--- src/fsf_pkg.sv ---
// shared types and constants for the sensor frame deframer
package fsf_pkg;

  localparam int DATA_CAP    = 64;
  localparam int STORE_DEPTH = 64;
  localparam int POS_W       = $clog2(STORE_DEPTH);
  localparam int LEN_W       = 7;
  localparam int ADDR_W      = POS_W + 1;
  localparam int CFG_IDX_W   = 2;

  typedef enum logic [CFG_IDX_W-1:0] {
    CFG_HEADER_FIRST   = 2'd0,
    CFG_HEADER_SECOND  = 2'd1,
    CFG_TRAILER_FIRST  = 2'd2,
    CFG_TRAILER_SECOND = 2'd3
  } cfg_index_t;

  typedef struct packed {
    logic [7:0]       control;
    logic [7:0]       command;
    logic [LEN_W-1:0] length;
  } frame_desc_t;

  typedef struct packed {
    logic              we;
    logic [ADDR_W-1:0] addr;
    logic [7:0]        data;
  } store_wr_t;

endpackage

--- src/fsf_parser.sv ---
// front end: byte parser, checksum and payload writes into the current bank
module fsf_parser
  import fsf_pkg::*;
(
  input  logic                 clk,
  input  logic                 rst,
  input  logic                 accept,
  input  logic [7:0]           rx_byte,
  input  logic                 cfg_we,
  input  logic [CFG_IDX_W-1:0] cfg_index,
  input  logic [7:0]           cfg_data,
  output logic                 commit,
  output frame_desc_t          commit_desc,
  output store_wr_t            store_wr
);

  typedef enum logic [3:0] {
    PH_HUNT  = 4'd0,
    PH_HDR2  = 4'd1,
    PH_CTRL  = 4'd2,
    PH_CMD   = 4'd3,
    PH_LENHI = 4'd4,
    PH_LENLO = 4'd5,
    PH_DATA  = 4'd6,
    PH_SUM   = 4'd7,
    PH_END1  = 4'd8,
    PH_END2  = 4'd9
  } phase_t;

  phase_t           phase;
  logic [7:0]       header_first;
  logic [7:0]       header_second;
  logic [7:0]       trailer_first;
  logic [7:0]       trailer_second;
  logic [7:0]       held_control;
  logic [7:0]       held_command;
  logic [7:0]       length_hi;
  logic [LEN_W-1:0] length;
  logic [LEN_W-1:0] payload_count;
  logic [LEN_W-1:0] count_next;
  logic [7:0]       running_sum;
  logic [7:0]       sum_next;
  logic             wr_bank;

  assign sum_next   = running_sum + rx_byte;
  assign count_next = payload_count + LEN_W'(1);

  assign commit = accept && (phase == PH_END2) && (rx_byte == trailer_second);
  assign commit_desc.control = held_control;
  assign commit_desc.command = held_command;
  assign commit_desc.length  = length;

  assign store_wr.we   = accept && (phase == PH_DATA);
  assign store_wr.addr = {wr_bank, payload_count[POS_W-1:0]};
  assign store_wr.data = rx_byte;

  always_ff @(posedge clk) begin
    if (rst) begin
      header_first   <= 8'd83;
      header_second  <= 8'd89;
      trailer_first  <= 8'd84;
      trailer_second <= 8'd67;
    end else if (cfg_we) begin
      unique case (cfg_index_t'(cfg_index))
        CFG_HEADER_FIRST:   header_first   <= cfg_data;
        CFG_HEADER_SECOND:  header_second  <= cfg_data;
        CFG_TRAILER_FIRST:  trailer_first  <= cfg_data;
        CFG_TRAILER_SECOND: trailer_second <= cfg_data;
        default: ;
      endcase
    end
  end

  always_ff @(posedge clk) begin
    if (rst) begin
      phase         <= PH_HUNT;
      held_control  <= '0;
      held_command  <= '0;
      length_hi     <= '0;
      length        <= '0;
      payload_count <= '0;
      running_sum   <= '0;
      wr_bank       <= 1'b0;
    end else if (accept) begin
      unique case (phase)
        PH_HDR2: begin
          if (rx_byte == header_second) begin
            running_sum <= sum_next;
            phase       <= PH_CTRL;
          end else if (rx_byte == header_first) begin
            running_sum <= rx_byte;
            phase       <= PH_HDR2;
          end else begin
            phase <= PH_HUNT;
          end
        end
        PH_CTRL: begin
          held_control <= rx_byte;
          running_sum  <= sum_next;
          phase        <= PH_CMD;
        end
        PH_CMD: begin
          held_command <= rx_byte;
          running_sum  <= sum_next;
          phase        <= PH_LENHI;
        end
        PH_LENHI: begin
          length_hi   <= rx_byte;
          running_sum <= sum_next;
          phase       <= PH_LENLO;
        end
        PH_LENLO: begin
          running_sum   <= sum_next;
          payload_count <= '0;
          length        <= rx_byte[LEN_W-1:0];
          if (length_hi == 8'd0 && rx_byte == 8'd0) begin
            phase <= PH_SUM;
          end else if (length_hi == 8'd0 && rx_byte <= 8'(DATA_CAP)) begin
            phase <= PH_DATA;
          end else begin
            phase <= PH_HUNT;
          end
        end
        PH_DATA: begin
          payload_count <= count_next;
          running_sum   <= sum_next;
          if (count_next >= length) begin
            phase <= PH_SUM;
          end
        end
        PH_SUM: begin
          phase <= (running_sum == rx_byte) ? PH_END1 : PH_HUNT;
        end
        PH_END1: begin
          if (rx_byte == trailer_first) begin
            phase <= PH_END2;
          end else if (rx_byte == header_first) begin
            running_sum <= rx_byte;
            phase       <= PH_HDR2;
          end else begin
            phase <= PH_HUNT;
          end
        end
        PH_END2: begin
          // good frame: the next one goes into the other bank
          if (rx_byte == trailer_second) begin
            wr_bank <= ~wr_bank;
          end
          phase <= PH_HUNT;
        end
        default: begin
          if (rx_byte == header_first) begin
            running_sum <= rx_byte;
            phase       <= PH_HDR2;
          end else begin
            phase <= PH_HUNT;
          end
        end
      endcase
    end
  end

endmodule

--- src/fsf_queue.sv ---
// two-entry queue of finished frame descriptors between parser and emitter
module fsf_queue
  import fsf_pkg::*;
(
  input  logic        clk,
  input  logic        rst,
  input  logic        push_desc,
  input  frame_desc_t push_data,
  input  logic        pop_desc,
  output frame_desc_t head,
  output logic        head_valid,
  output logic        q_full,
  output logic [1:0]  q_count
);

  frame_desc_t entries [2];
  logic        wr_ptr;
  logic        rd_ptr;

  assign head       = entries[rd_ptr];
  assign head_valid = (q_count != 2'd0);
  assign q_full     = (q_count == 2'd2);

  always_ff @(posedge clk) begin
    if (push_desc) begin
      entries[wr_ptr] <= push_data;
    end
  end

  always_ff @(posedge clk) begin
    if (rst) begin
      wr_ptr  <= 1'b0;
      rd_ptr  <= 1'b0;
      q_count <= 2'd0;
    end else begin
      if (push_desc) begin
        wr_ptr <= ~wr_ptr;
      end
      if (pop_desc) begin
        rd_ptr <= ~rd_ptr;
      end
      if (push_desc && !pop_desc) begin
        q_count <= q_count + 2'd1;
      end else if (pop_desc && !push_desc) begin
        q_count <= q_count - 2'd1;
      end
    end
  end

endmodule

--- src/fsf_emitter.sv ---
// back end: two-bank payload memory and the result sequencer
module fsf_emitter
  import fsf_pkg::*;
(
  input  logic              clk,
  input  logic              rst,
  input  store_wr_t         store_wr,
  input  logic              desc_valid,
  input  frame_desc_t       desc,
  output logic              desc_pop,
  input  logic              pop,
  output logic              empty,
  output logic [7:0]        control_code,
  output logic [7:0]        command_code,
  output logic [LEN_W-1:0]  payload_length,
  output logic [7:0]        payload_byte,
  output logic [POS_W-1:0]  byte_position,
  output logic              last_of_frame
);

  typedef enum logic {
    ST_IDLE,
    ST_SHOW
  } state_t;

  logic [7:0]        mem [2*STORE_DEPTH];
  logic [7:0]        rd_data;
  logic              rd_en;
  logic [ADDR_W-1:0] rd_addr;
  logic [POS_W-1:0]  pos_next;
  logic              rd_bank;
  logic [POS_W-1:0]  pos;
  state_t            state;

  assign pos_next = pos + POS_W'(1);

  assign control_code   = desc.control;
  assign command_code   = desc.command;
  assign payload_length = desc.length;
  assign payload_byte   = (desc.length == '0) ? 8'd0 : rd_data;
  assign byte_position  = pos;
  assign last_of_frame  = (desc.length == '0) ||
                          ({1'b0, pos} + LEN_W'(1) == desc.length);
  assign empty          = (state != ST_SHOW);

  // fetch the first byte on frame start, the next one on each beat taken
  assign rd_en   = ((state == ST_IDLE) && desc_valid) ||
                   ((state == ST_SHOW) && pop && !last_of_frame);
  assign rd_addr = {rd_bank, (state == ST_IDLE) ? '0 : pos_next};
  assign desc_pop = (state == ST_SHOW) && pop && last_of_frame;

  always_ff @(posedge clk) begin
    if (store_wr.we) begin
      mem[store_wr.addr] <= store_wr.data;
    end
    if (rd_en) begin
      rd_data <= mem[rd_addr];
    end
  end

  always_ff @(posedge clk) begin
    if (rst) begin
      state   <= ST_IDLE;
      rd_bank <= 1'b0;
      pos     <= '0;
    end else begin
      unique case (state)
        ST_IDLE: begin
          if (desc_valid) begin
            pos   <= '0;
            state <= ST_SHOW;
          end
        end
        ST_SHOW: begin
          if (pop) begin
            if (last_of_frame) begin
              rd_bank <= ~rd_bank;
              state   <= ST_IDLE;
            end else begin
              pos <= pos_next;
            end
          end
        end
        default: state <= ST_IDLE;
      endcase
    end
  end

endmodule

--- src/sensor_frame_deframer.sv ---
// Sensor frame deframer: sync bytes, control and command bytes, 16-bit big-endian
// length, payload, additive checksum and two end bytes; each good frame comes out
// as one result per payload byte (one result for an empty payload). The parser
// takes one byte per cycle while full is low; full rises only while two good
// frames are held, one of them still draining, since the payload memory has two
// banks of 64 bytes. Results leave at one per cycle while pop is held, from the
// registered read of that memory. With the back end idle, a frame's first result
// shows once the queue registers its descriptor and the emitter leaves idle; the
// emitter returns to idle between frames. No clearing pass is needed after reset.
module sensor_frame_deframer
  import fsf_pkg::*;
(
  input  logic                 clk,
  input  logic                 rst,
  input  logic                 push,
  output logic                 full,
  input  logic [7:0]           rx_byte,
  input  logic                 cfg_we,
  input  logic [CFG_IDX_W-1:0] cfg_index,
  input  logic [7:0]           cfg_data,
  output logic                 empty,
  input  logic                 pop,
  output logic [7:0]           control_code,
  output logic [7:0]           command_code,
  output logic [6:0]           payload_length,
  output logic [7:0]           payload_byte,
  output logic [5:0]           byte_position,
  output logic                 last_of_frame
);

  logic        accept;
  logic        commit;
  frame_desc_t commit_desc;
  store_wr_t   store_wr;
  frame_desc_t head;
  logic        head_valid;
  logic        desc_pop;
  logic [1:0]  q_count;

  assign accept = push && !full;

  fsf_parser u_parser (
    .clk         (clk),
    .rst         (rst),
    .accept      (accept),
    .rx_byte     (rx_byte),
    .cfg_we      (cfg_we),
    .cfg_index   (cfg_index),
    .cfg_data    (cfg_data),
    .commit      (commit),
    .commit_desc (commit_desc),
    .store_wr    (store_wr)
  );

  fsf_queue u_queue (
    .clk        (clk),
    .rst        (rst),
    .push_desc  (commit),
    .push_data  (commit_desc),
    .pop_desc   (desc_pop),
    .head       (head),
    .head_valid (head_valid),
    .q_full     (full),
    .q_count    (q_count)
  );

  fsf_emitter u_emitter (
    .clk            (clk),
    .rst            (rst),
    .store_wr       (store_wr),
    .desc_valid     (head_valid),
    .desc           (head),
    .desc_pop       (desc_pop),
    .pop            (pop),
    .empty          (empty),
    .control_code   (control_code),
    .command_code   (command_code),
    .payload_length (payload_length),
    .payload_byte   (payload_byte),
    .byte_position  (byte_position),
    .last_of_frame  (last_of_frame)
  );

`ifndef SYNTHESIS
  // a result on the ports always belongs to a held frame
  a_result_has_frame: assert property (@(posedge clk) disable iff (rst)
    !empty |-> (q_count != 2'd0))
    else $error("result shown with no frame held");

  // an empty payload gives exactly one result at position zero
  a_empty_payload: assert property (@(posedge clk) disable iff (rst)
    (!empty && payload_length == 7'd0) |-> (last_of_frame && byte_position == 6'd0))
    else $error("empty payload result malformed");

  // inside a frame the next beat follows directly at the next position
  a_next_position: assert property (@(posedge clk) disable iff (rst)
    (pop && !empty && !last_of_frame) |=>
      (!empty && byte_position == 6'($past(byte_position) + 6'd1)))
    else $error("payload position did not advance by one");
`endif

endmodule

--- config.mk ---
export PLATFORM = sky130hd
export DESIGN_NAME = sensor_frame_deframer
export DESIGN_NICKNAME = d
export VERILOG_FILES = /design/src/fsf_pkg.sv /design/src/fsf_parser.sv /design/src/fsf_queue.sv /design/src/fsf_emitter.sv /design/src/sensor_frame_deframer.sv
export SDC_FILE = /design/constraint.sdc
export NUM_CORES = 2
export LEC_CHECK = 0
export BUFFER_PORTS_ARGS = -buffer_cell sky130_fd_sc_hd__buf_2
export CORE_UTILIZATION = 57
export DETAILED_ROUTE_END_ITERATION = 16
export PLACE_DENSITY = 0.8
export SLEW_MARGIN = 20
export SYNTH_ARGS = -nofsm -noshare
export SYNTH_HDL_FRONTEND = slang
export SYNTH_SLANG_ARGS = --single-unit
export TNS_END_PERCENT = 30
--- constraint.sdc ---
create_clock -name clk -period 3.45 [get_ports clk]
set_input_delay 0.69 -clock clk [delete_from_list [all_inputs] [get_ports clk]]
set_output_delay 0.69 -clock clk [all_outputs]
set_load 0.02 [all_outputs]
## After elaboration in Yosys (flattened, before gate mapping)

Memory sizes are Yosys's and may differ from the RTL's. A register that Yosys moved wholly into a read port is not among the register bits.
Index checks and enable logic that the tools add are counted.

| operators by class | value |
|---|---|
| bitwise gates (word level) | 6 |
| order comparisons | 2 |
| multiplexer cells | 31 |
| reductions and logical operators | 41 |
| $add $sub $neg | 6 |
| eq/ne operators | 24 |

Operators with widths:

| operator | count |
|---|---|
| 8-bit == test | 5 |
| 4-bit case mux with 9 select lines | 1 |
| 8-bit two-way mux | 4 |
| 8-bit case mux with 4 select lines | 1 |
| 6-bit two-way mux | 4 |
| 4-bit two-way mux | 5 |
| 2-bit AND reduction | 10 |
| 4-bit by 3-bit == test with 1-bit output, second input constant | 4 |
| 8-bit logical NOT | 2 |
| 7-bit case mux with 2 select lines | 1 |
| 1-bit logical AND | 12 |
| 6-bit case mux with 2 select lines | 1 |
| 3-bit AND reduction | 4 |
| 1-bit two-way mux | 10 |
| 8-bit adder | 1 |
| 4-bit by 2-bit == test with 1-bit output, second input constant | 2 |
| 4-bit == test, second input constant | 2 |
| 8-bit by 7-bit <= comparator with 1-bit output, second input constant | 1 |
| 2-bit != test, second input constant | 4 |
| 6-bit by 1-bit adder with 7-bit output, second input constant | 1 |
| 7-bit by 1-bit adder with 7-bit output, second input constant | 1 |
| 7-bit == test | 1 |
| 7-bit >= comparator | 1 |
| 7-bit logical NOT | 1 |
| other kinds (17) | 31 |

| storage, ports and cells | value |
|---|---|
| memories kept | 2 |
| RAM bits | 1070 |
| flip-flop bits (word level) | 95 |
| bits of input ports | 23 |
| output and inout port bits | 40 |
| logic and storage cells | 130 |

Memory list:

| name | words | bits a word | read ports | clocked after memory_dff | wr ports | RTL line | RTL |
|---|---|---|---|---|---|---|---|
| u_emitter.mem | 128 | 8 | 1 | 1 | 1 | fsf_emitter.sv:26 | `logic [7:0] mem [2*STORE_DEPTH];` |
| u_queue.entries | 2 | 23 | 1 | 1 | 1 | fsf_queue.sv:16 | `frame_desc_t entries [2];` |

## Depth between registers and ports, before layout

| logic depth | value |
|---|---|
| depth in word-level cells | 9 |
| gate-level depth with buffers | 12 |
| gate-level depth less buffers | 12 |

## Modules after synthesis

A second synthesis with hierarchy kept.

| second synthesis, totals | value |
|---|---|
| cell total of the unflattened synthesis | 3234 |
| area, all modules | 48675.4 µm² |

Modules (own cells, without submodules):

| module | cells an instance | times used | area an instance (µm²) | seq. area each (µm²) |
|---|---|---|---|---|
| fsf_emitter | 2633 | 1 | 42296.8 | 31149.9 |
| fsf_parser | 507 | 1 | 4499.3 | 1661.6 |
| fsf_queue | 93 | 1 | 1865.5 | 1481.4 |
| sensor_frame_deframer | 1 | 1 | 13.8 | 0.0 |

## Worst setup path before layout

Ideal clock, no wire load.

| timing | value |
|---|---|
| kind | input -> register |
| from | input port rx_byte[4] |
| to | memory u_queue.entries[0][0] (netlist name) (enable) |
| data arrival time | 2980 ps |
| setup time | 405 ps |
| required time | 3045 ps |
| setup slack | 65 ps |
| buffers on the path | 2 |
| stages | 7 |
| cells stage by stage | clkbuf_1 xnor2_1 nand4_1 nor4_1 and2_1 clkbuf_1 nor2b_1 |

| between the ends | value |
|---|---|
| longest elaborated chain between the ends | 4 |

RTL lines:

| what | RTL line | RTL |
|---|---|---|
| start: declaration | sensor_frame_deframer.sv:17 | `input logic [7:0] rx_byte,` |
| 8-bit == test | fsf_parser.sv:48 | `assign commit = accept && (phase == PH_END2) && (rx_byte == trailer_second);` |
| 1-bit logical AND | fsf_parser.sv:48 |  |
| net commit | sensor_frame_deframer.sv:32 | `logic commit;` |
| 1-bit two-way mux | fsf_queue.sv:25 | `if (push_desc) begin` |
| 1-bit two-way mux (not written as such) | fsf_queue.sv:26 | `entries[wr_ptr] <= push_data;` |
| end: declaration | fsf_queue.sv:16 |  |

The timed path passes the listed nets, and every way through them passes these cells.

## Worst setup path in the final report

| timing | value |
|---|---|
| from | register u_emitter.pos[0] (netlist: u_emitter.byte_position[0]) |
| to | register u_emitter.rd_data[4], read port of u_emitter.mem (data pin) |

| between the ends | value |
|---|---|
| longest elaborated chain between the ends | 6 |
| elaborated cells between the ends (all ways) | 8 |
| classes of those cells | add/sub (2); eq/ne (1); mux (1); reduce/logical (4) |

RTL lines:

| what | RTL line | RTL |
|---|---|---|
| start: declaration | fsf_emitter.sv:32 | `logic [POS_W-1:0] pos;` |
| start signal: assignment | fsf_emitter.sv:80 | `pos <= pos_next;` |
| 6-bit by 1-bit adder with 7-bit output | fsf_emitter.sv:43 | `({1'b0, pos} + LEN_W'(1) == desc.length);` |
| 7-bit == test | fsf_emitter.sv:43 |  |
| 1-bit logical OR | fsf_emitter.sv:42 | `assign last_of_frame = (desc.length == '0) \|\|` |
| 1-bit logical NOT | fsf_emitter.sv:48 | `((state == ST_SHOW) && pop && !last_of_frame);` |
| 1-bit logical AND | fsf_emitter.sv:48 |  |
| 1-bit logical OR | fsf_emitter.sv:47 | `assign rd_en = ((state == ST_IDLE) && desc_valid) \|\|` |
| end: declaration | fsf_emitter.sv:27 | `logic [7:0] rd_data;` |

Several ways; a longest one is shown, not always the timed one.
A chain may end at the register's enable or synchronous reset.

==> summary.md <==
| Metric | Value |
|---|---|
| Adder-cell area share of the yosys netlist | 0.487% |
| Worst Path Required | 3.91 ns |
| Synth Flop Type | edfxtp_1 |
| First-pass GRT wire length | 213000 um |
| H-tree levels | 3 |
| Synth async-reset ratio | 0% |
| Post-Route Setup TNS | -0.188 ns |
| Vias per cell | 7.00 |
| Die span in y | 292 um |
| Pwr Density | 520 mW/mm^2 |
| Largest family of logic cells by synthesized area | compound AO/OA/AOI/OAI gates |
| Synthesized flop and latch total | 1174 |
| Crit path arrival time | 3.97 ns |
| Die area | 0.0850 mm^2 |
| Slew Viols, Final | 0 |
| RSZ-0062 raised after global routing | yes |
| Violated checks | negative setup slack |
| Post-route DRC | 0 |
| Clock Path Buffers | 3 |
| Cell Rows | 105 |
| Tmin final | 3.51 ns |
| Root buf cell | clkbuf_16 |
| Critical path startpoint category | flip-flop |
| Number of max-cap violations | 0 |
| Multiplexer area fraction after synthesis | 5.49% |
| Tot Pwr | 28700 uW |
| Port bufs | 62 |
| Critical Path Sink Type | flip-flop |
| Most area-consuming cells after synthesis | edfxtp_1 (68%), dfxtp_1 (4.0%), nor2_1 (2.5%), mux2_2 (2.4%), mux2i_1 (2.2%) |
| Most common cell in the synthesized netlist | edfxtp_1 |
| Starting DRT DRC Count | 6091 |
| Util after Layout | 66.9% |
| Final Net Count | 3664 |
| Worst slew margin | 33.8% |
| Cells after synthesis | 3364 |
| Achievable Freq | 285 MHz |
| Placed cells | 4567 |
| Routed WL per cell | 30.5 um |
| Synth Area per Inst | 14.2 um^2 |
| Layout Skew | 0.0608 ns |
| Crit path max fanout | 14 |
| Worst-Margin Slew | 0.968 ns |
| Worst-skew pair later-pin latency | 0.73 ns |
| Synth Area in Compound Gates | 10.6% |
| Starting Density | 57.9% |
| P&R area growth vs syn | 15.5% |
| Top cell type's share of synthesized area | 67.7% |
| Critical path type | flip-flop to flip-flop |
| Post-synthesis simple-gate area fraction | 8.15% |
| Die width | 292 um |
| Status | complete, but fails checks |
| DP HPWL | 90500 um |
| Initial antenna violation count | 2 |
| CTS tree | yes |
| Final hold vios | 0 |
| First drt pass iteration count | 13 |
| Filler cells | 5424 |
| GRT Util Overall | 34.1% |
| Final GP Congestion | 0.959 |
| Final WS setup | -0.0583 ns |
| Post-synthesis xor/xnor area fraction | 1.20% |
| Total congestion overflow | 0 |
| Post-synthesis sequential area ratio | 71.8% |
| Tcrit/Tclk final | 102% |
| Yosys synthesis warning count | 0 |
| Pin count of the biggest net entering global routing | 128 |
| Leading cell types by count after synthesis | edfxtp_1 (1078), nor2_1 (316), nand2_1 (266), a21oi_1 (158), clkbuf_1 (134) |
| Static Leak | 0.0184 uW |
| N_diodes | 0 |
| Vias in the first global route | 32.4k |
| Worst ir drop on vdd | 0.000472 V |
| Synth unique cells | 77 |
| Boundary Pins | 63 |
| Worst Hold Class | primary input to flip-flop |
| Syn_nets | 3405 |
| Post-Layout Cell Count | 4784 |
| Final WL | 146000 um |
| Core area | 0.0825 mm^2 |
| Dpl ws | -0.137 ns |
| Via count | 33.5k |
| CTS sink count | 1174 |
| Yosys top cell by area | edfxtp_1 |
| EDFF count, synth | 1078 |
| Total clock buffers created by CTS | 115 |
| Post-route ant nets | 0 |
| CTS clk-pin slew, worst paths | 0.06 ns |
| Mapped cell area | 0.0478 mm^2 |
| # setup viols final | 4 |
| Share of layout cells above drive strength 1 | 19.1% |
-- where the power goes --
group	internal (uW)	switching, uW	total (uW)
Combinational	228	596	824
Clock	6830	5480	12300
Sequential	15500	34.7	15600
-- area by class of cell --
class                           count  area [um^2]  share of cell area, %
Clock buffer                      140         2970                   5.38
Sequential cell                  1174        34300                   62.2
Timing Repair Buffer              373         3150                   5.71
Clock inverter                     68          687                   1.24
Tap cell                         1070         1340                   2.43
Multi-Input combinational cell   1930        12600                   22.9
Inverter                           29          110                  0.199
-- path summary, 6_finish.rpt --
path | slack, ns | startpoint | to | depth (start not counted)
max | -0.06 | u_emitter.byte_position[0] | u_emitter.rd_data[4] | 10
min | 0.23 | cfg_data[6] | u_parser.header_first[6] | 2
max reg2reg | -0.06 | u_emitter.byte_position[0] | u_emitter.rd_data[4] | 10
min reg2reg | 0.46 | u_parser.held_command[4] | u_queue.entries[1][11] | 0
-- through the flow --
stage	instance area, um^2	hold slack, ns
6_report	55200	0.233
2_1_floorplan	47800	0.425
3_3_place_gp	51200	0.431
5_1_grt	55200	0.252
3_5_place_dp	51200	0.443
4_1_cts	55100	0.215
-- cell usage in the layout (no fill, tap or decap), drive strengths merged, types with 16 or more instances in the layout --
| master | n |
|---|---|
| edfxtp | 1078 |
| buf | 369 |
| nor2 | 317 |
| nand2 | 267 |
| a21oi | 158 |
| clkbuf | 140 |
| o21ai | 115 |
| o22ai | 109 |
| mux2i | 107 |
| mux2 | 100 |
| dfxtp | 96 |
| nand3 | 85 |
| nor3 | 55 |
| clkinv | 53 |
| a211oi | 50 |
| a221oi | 49 |
| xnor2 | 39 |
| o221ai | 36 |
| inv | 32 |
| nor2b | 29 |
| a22oi | 27 |
| and3 | 25 |
| nor4 | 25 |
| a31oi | 24 |
| xor2 | 23 |
| o211ai | 22 |
| mux4 | 19 |
| or3 | 17 |
| ha | 17 |
| a2111oi | 17 |
| a311oi | 16 |
-- state kept, by name (all words and copies together) (netlist names), 2 cells and up, named ones only --
register	cells
u_emitter.byte_position	6
u_emitter.mem	1024
u_emitter.rd_data	8
u_parser.header_first	8
u_parser.header_second	8
u_parser.held_command	8
u_parser.held_control	8
u_parser.length	7
u_parser.length_hi	8
u_parser.payload_count	7
u_parser.phase	4
u_parser.running_sum	8
u_parser.trailer_first	8
u_parser.trailer_second	8
u_queue.entries	46
u_queue.q_count	2
-- metal layers --
| metal | wire (um) | up-vias | GRT usage (%) |
|---|---|---|---|
| li1 | - | 13600 | - |
| met1 | 49200 | 16200 | 43.8 |
| met2 | 66000 | 3024 | 52.0 |
| met3 | 21500 | 620 | 9.71 |
| met4 | 9340 | 2 | 19.9 |
| met5 | 26 | - | 0 |
-- critical path: stages, from the launching register on --
cell and delay [ns]:
dfxtp_4 0.46, ha_4 0.23, xnor2_4 0.12, nor2_4 0.51
buf_4 0.38, mux2_2 0.39, o22ai_1 0.14, a211oi_1 0.09
a2111oi_1 0.64, or3_1 0.24, a211oi_1 0.06
-- kinds of logic (layout without fill, tap and decap cells) --
family / count (synthesis) / in the layout
multiplexers: 226 / 226
AO/OA/AOI/OAI: 748 / 748
flip-flops: 1174 / 1174
adder cells (fa/ha/maj): 18 / 18
buffers and inverters: 260 / 610
AND/OR/NAND/NOR: 876 / 876
XOR/XNOR: 62 / 62
-- what timing repair did --
action | CTS | global route
hold buffers | 0 | 0
setup buffers | 5 | 0
endpoints found under the setup margin | 14 | 16
cloned | 4 | 0
gates resized for setup | 25 | 19
pin swaps | 2 | 1
Power figures use the tool's default switching activity.
